## src/design/rdpt_ram.sv

```systemverilog
// generic simple dual port ram with registered read
module rdpt_ram #(
    parameter int WIDTH = 8,
    parameter int DEPTH = 16
) (
    input  logic                                       clk,
    input  logic                                       we,
    input  logic [((DEPTH > 1) ? $clog2(DEPTH) : 1)-1:0] waddr,
    input  logic [WIDTH-1:0]                           wdata,
    input  logic                                       re,
    input  logic [((DEPTH > 1) ? $clog2(DEPTH) : 1)-1:0] raddr,
    output logic [WIDTH-1:0]                           rdata
);
    logic [WIDTH-1:0] mem [DEPTH];

    always_ff @(posedge clk)
    begin
        if (we)
        begin
            mem[waddr] <= wdata;
        end
        if (re)
        begin
            rdata <= mem[raddr];
        end
    end
endmodule

```

## config.mk

```make
export PLATFORM = sky130hd
export DESIGN_NAME = rdpt_ram
export DESIGN_NICKNAME = d
export VERILOG_FILES = /design/src/design/rdpt_ram.sv
export SDC_FILE = /design/constraint.sdc
export NUM_CORES = 1
export LEC_CHECK = 0
export ABC_AREA = 1
export ABC_CLOCK_PERIOD_IN_PS = 2100
export BUFFER_PORTS_ARGS = -buffer_cell sky130_fd_sc_hd__clkbuf_2
export CAP_MARGIN = 10
export CORE_ASPECT_RATIO = 0.8
export CORE_MARGIN = 2
export CORE_UTILIZATION = 66
export CTS_CLUSTER_DIAMETER = 50
export CTS_CLUSTER_SIZE = 16
export DETAILED_ROUTE_END_ITERATION = 8
export GPL_ROUTABILITY_DRIVEN = 0
export PLACE_DENSITY = 0.85
export SLEW_MARGIN = 40
export SYNTH_ARGS = -nofsm -noshare
export SYNTH_HDL_FRONTEND = slang
export SYNTH_SLANG_ARGS = --single-unit
```

## constraint.sdc

```tcl
create_clock -name clk -period 2.1 [get_ports clk]
set_clock_uncertainty 0.2 [all_clocks]
set_input_delay 0.42 -clock clk [delete_from_list [all_inputs] [get_ports clk]]
set_output_delay 0.42 -clock clk [all_outputs]
set_load 0.03 [all_outputs]
```

==> results <==
- The run finished with clean final reports.
- The complex-gate fraction of the synthesized area is 0%.
- The final sum of negative setup slack is 0 ns.
- The worst path needs 1.82 ns of the cycle, external delays included.
- The sequential element share of the synthesized area is 69.8%.
- Dividing the final minimum period by the clock period gives 86.6%.
- After clock tree synthesis, the repair step resized 0 gates.
- The sink count of the clock tree is 136.
- The count of fill cells added during filler insertion is 505.
- The number of nets still failing antenna checks after routing is 0.
- TritonCTS built the clock tree.
- The power density over the cells is 968 nW/um^2.
- Averaged over all synthesized cells, the footprint is 10.6 sq um.
- The area of the die is 9630 sq um.
- Summed over all nets, the half-perimeter wirelength after detailed placement is 8180 microns.
- The category of the most critical setup path is flip-flop to output pin.
- The largest family of logic cells by synthesized area is simple AND/OR/NAND/NOR gates.
- Summing all flip-flop and latch instances after layout gives 4080 sq um.
- The total area inside the core boundary comes to 8560 sq um.
- Summed over all cells, the static leakage comes to 0.00295 uW.
- The synthesis-to-layout area growth is 15.5%.
- The number of buffers on the longest clock path is 2.
- The net count of the finished layout is 614.
- The detailed router finished its first iteration with 593 violations.
- The overall fraction of global-route tracks in use is 31.2%.
- After synthesis, the netlist uses 11 different library cells.
- The count of buffers added by post-CTS timing repair for setup is 0.
- The first detailed-routing pass took 6 iterations.
- The per-cell via count in the routed design is 5.70.
- Together, buffers and inverters on the worst path number 1.
- Summed over all layers, the global routing overflow is 0.
- The overall routed net length is 13600 microns.
- After clock tree synthesis, the clock-pin slew on the worst setup and hold paths is 0.07 ns.
- With fillers left out, the area of the finished cells amounts to 6760 sq um.
- The worst relative slew slack is 61.0%.
- Summing the areas of all and, or, nand and nor instances in the mapped netlist gives 20.8% of the synthesized area.
- The wire length per cell is 19.0 microns.
- The number of hold-slack violations in the final timing report is 0.
- For this run, the slowest stage of the critical path takes 0.45 ns.
- The class of the tightest hold or removal check is primary input to flip-flop.
- The multi-input combinational cells in the finished layout cover a total of 1210 sq um.
- Data arrives at the worst endpoint at 1.20 ns.
- IR analysis of the VDD net gives a maximum drop of 0.000780 V.
- The library cell used most frequently in the layout, excluding fill and tap cells, is nand2_1.
- The number of antenna violations at the first check in global routing is 0.
- Of the cells placed in the final design, the portion with a size suffix greater than 1 is 13.7%.
- The root buffer cell is clkbuf_8.
- The final cell count without fillers is 720.
- The number of remaining DRC errors is 0.
- Measured along the x axis, the die boundary spans 109 microns.
- The top cell type by area accounts for 69.8% of the synthesized area.
- At the later pin of the worst-skew pair, clock insertion delay measures 0.53 ns.
- The TritonCTS buffer count is 17.
- The number of buffers added on ports is 26.
- Of all cell types, the one taking the most synthesized area is edfxtp_1.
- The number of placement rows is 30.
- The kind of start point of the critical path is a flip-flop.
- In this run, synthesis produced a sequential element count of 136.
- The category of the worst setup path capture point is an output pin.
- In this run the vertical extent of the chip is 88.2 microns.
- Grouping stages by cell kind, the critical path spends the most delay in flip-flops.
- The synthesized netlist devotes 0% of its cell area to adder and majority cells.
- The placed standard-cell area is 6150 sq um.
- During synthesis, Yosys emitted a total of 0 warnings.
- In the layout the commonest cells are nand2_1, edfxtp_1, inv_1.
- At the pin with the least slew margin, the transition time is 0.584 ns.
- Ranked by total cell area, the synthesized netlist is headed by edfxtp_1, nand2_1, nand3_1.
- The clock tree synthesis step divided the H-tree into 4 levels.
- Setup repair after global routing left no endpoint under its margin.
- Pin placement for this block handled 27 I/O pins.
- The number of hold-repair buffers added at the cts stage is 0.
- The wire length of the first global-routing pass is 21100 microns.
- The number of antenna cells inserted is 0.
- Measured on the finished design, the core utilization comes to 78.9%.
- Derived from the worst setup path, the maximum achievable clock frequency is 0.550 GHz.
- Walking the worst path, the cells encountered are clkbuf_2.
- The data required time of the worst path is 1.48 ns.
- The cell with the largest stage delay on the worst path is edfxtp_1.
- The final number of setup-violating endpoints is 0.
- The number of pins exceeding their max-slew limit in the final report is 0.
- After Yosys synthesis, XOR and XNOR cells account for 0% of the synthesized area.
- In the synthesized netlist, the number of instances is 551.
- The maximum fanout along the worst path is 1.
- The combined area of all synthesized cells is 5850 sq um.
- Of the post-synthesis cell area, the part taken by muxes is 0%.
- Entering global routing, the biggest net connects 65 pins.
- The initial core utilization is 68.3%.
- The final route contains 4104 vias.
- The net count after synthesis is 570.
- The number of global-route vias before repair is 3924.
- The tool flagged a number of max-cap violations equal to 0.
- The smallest hold slack is 0.0981 ns.
- The number of cells after detailed placement is 688.
-- worst paths after layout --
kind / start / end / slack, ns / cells past startpoint
min: re / rdata[3]$_DFFE_PP_ / 0.1 / 1
max: rdata[5]$_DFFE_PP_ / rdata[5] / 0.28 / 1
max reg2reg: mem[7][0]$_DFFE_PP_ / rdata[0]$_DFFE_PP_ / 0.68 / 6
min reg2reg: mem[1][1]$_DFFE_PP_ / rdata[1]$_DFFE_PP_ / 0.58 / 6
-- per-stage QoR --
stage | setup slack [ns] | total power, uW
global placement | 0.311 | 3510
detailed placement | 0.280 | 3520
global route | 0.281 | 6700
finish | 0.281 | 6540
CTS | 0.300 | 6520
floorplan | 0.529 | 3370
-- Yosys cell counts --
master and count:
nor2_1 17, nand3b_1 2, buf_4 4, nand2_1 173, nand3_1 97, inv_2 2, buf_1 1, inv_1 100
buf_2 13, edfxtp_1 136, buf_6 6
-- sequential cells by signal, indices dropped and copies added (netlist names) --
name / cells
mem: 128
rdata: 8
-- power breakdown --
group | internal, uW | switching [uW]
Combinational | 110 | 295
Clock | 1840 | 1220
Sequential | 3060 | 19.4
Total | 5010 | 1530
-- cell type report --
type,instances,share of cell area (%)
Clock buffer,17,6.13
Clock inverter,15,2.85
Inverter,102,5.67
Multi-Input combinational cell,289,18.0
Sequential cell,136,60.5
Tap cell,112,2.07
Timing Repair Buffer,49,4.85
-- per-layer routing --
layer	global-route usage [%]	routed length (microns)	up-vias
li1	-	-	1872
met1	42.3	5320	1931
met2	48.1	6410	264
met3	9.67	1570	37
met4	12.7	345	0
met5	0	0	-
-- cell families after synthesis --
logic type / count (synthesis)
buffers and inverters: 126
flip-flops: 136
AND/OR/NAND/NOR: 289
Power figures use the tool's default switching activity.
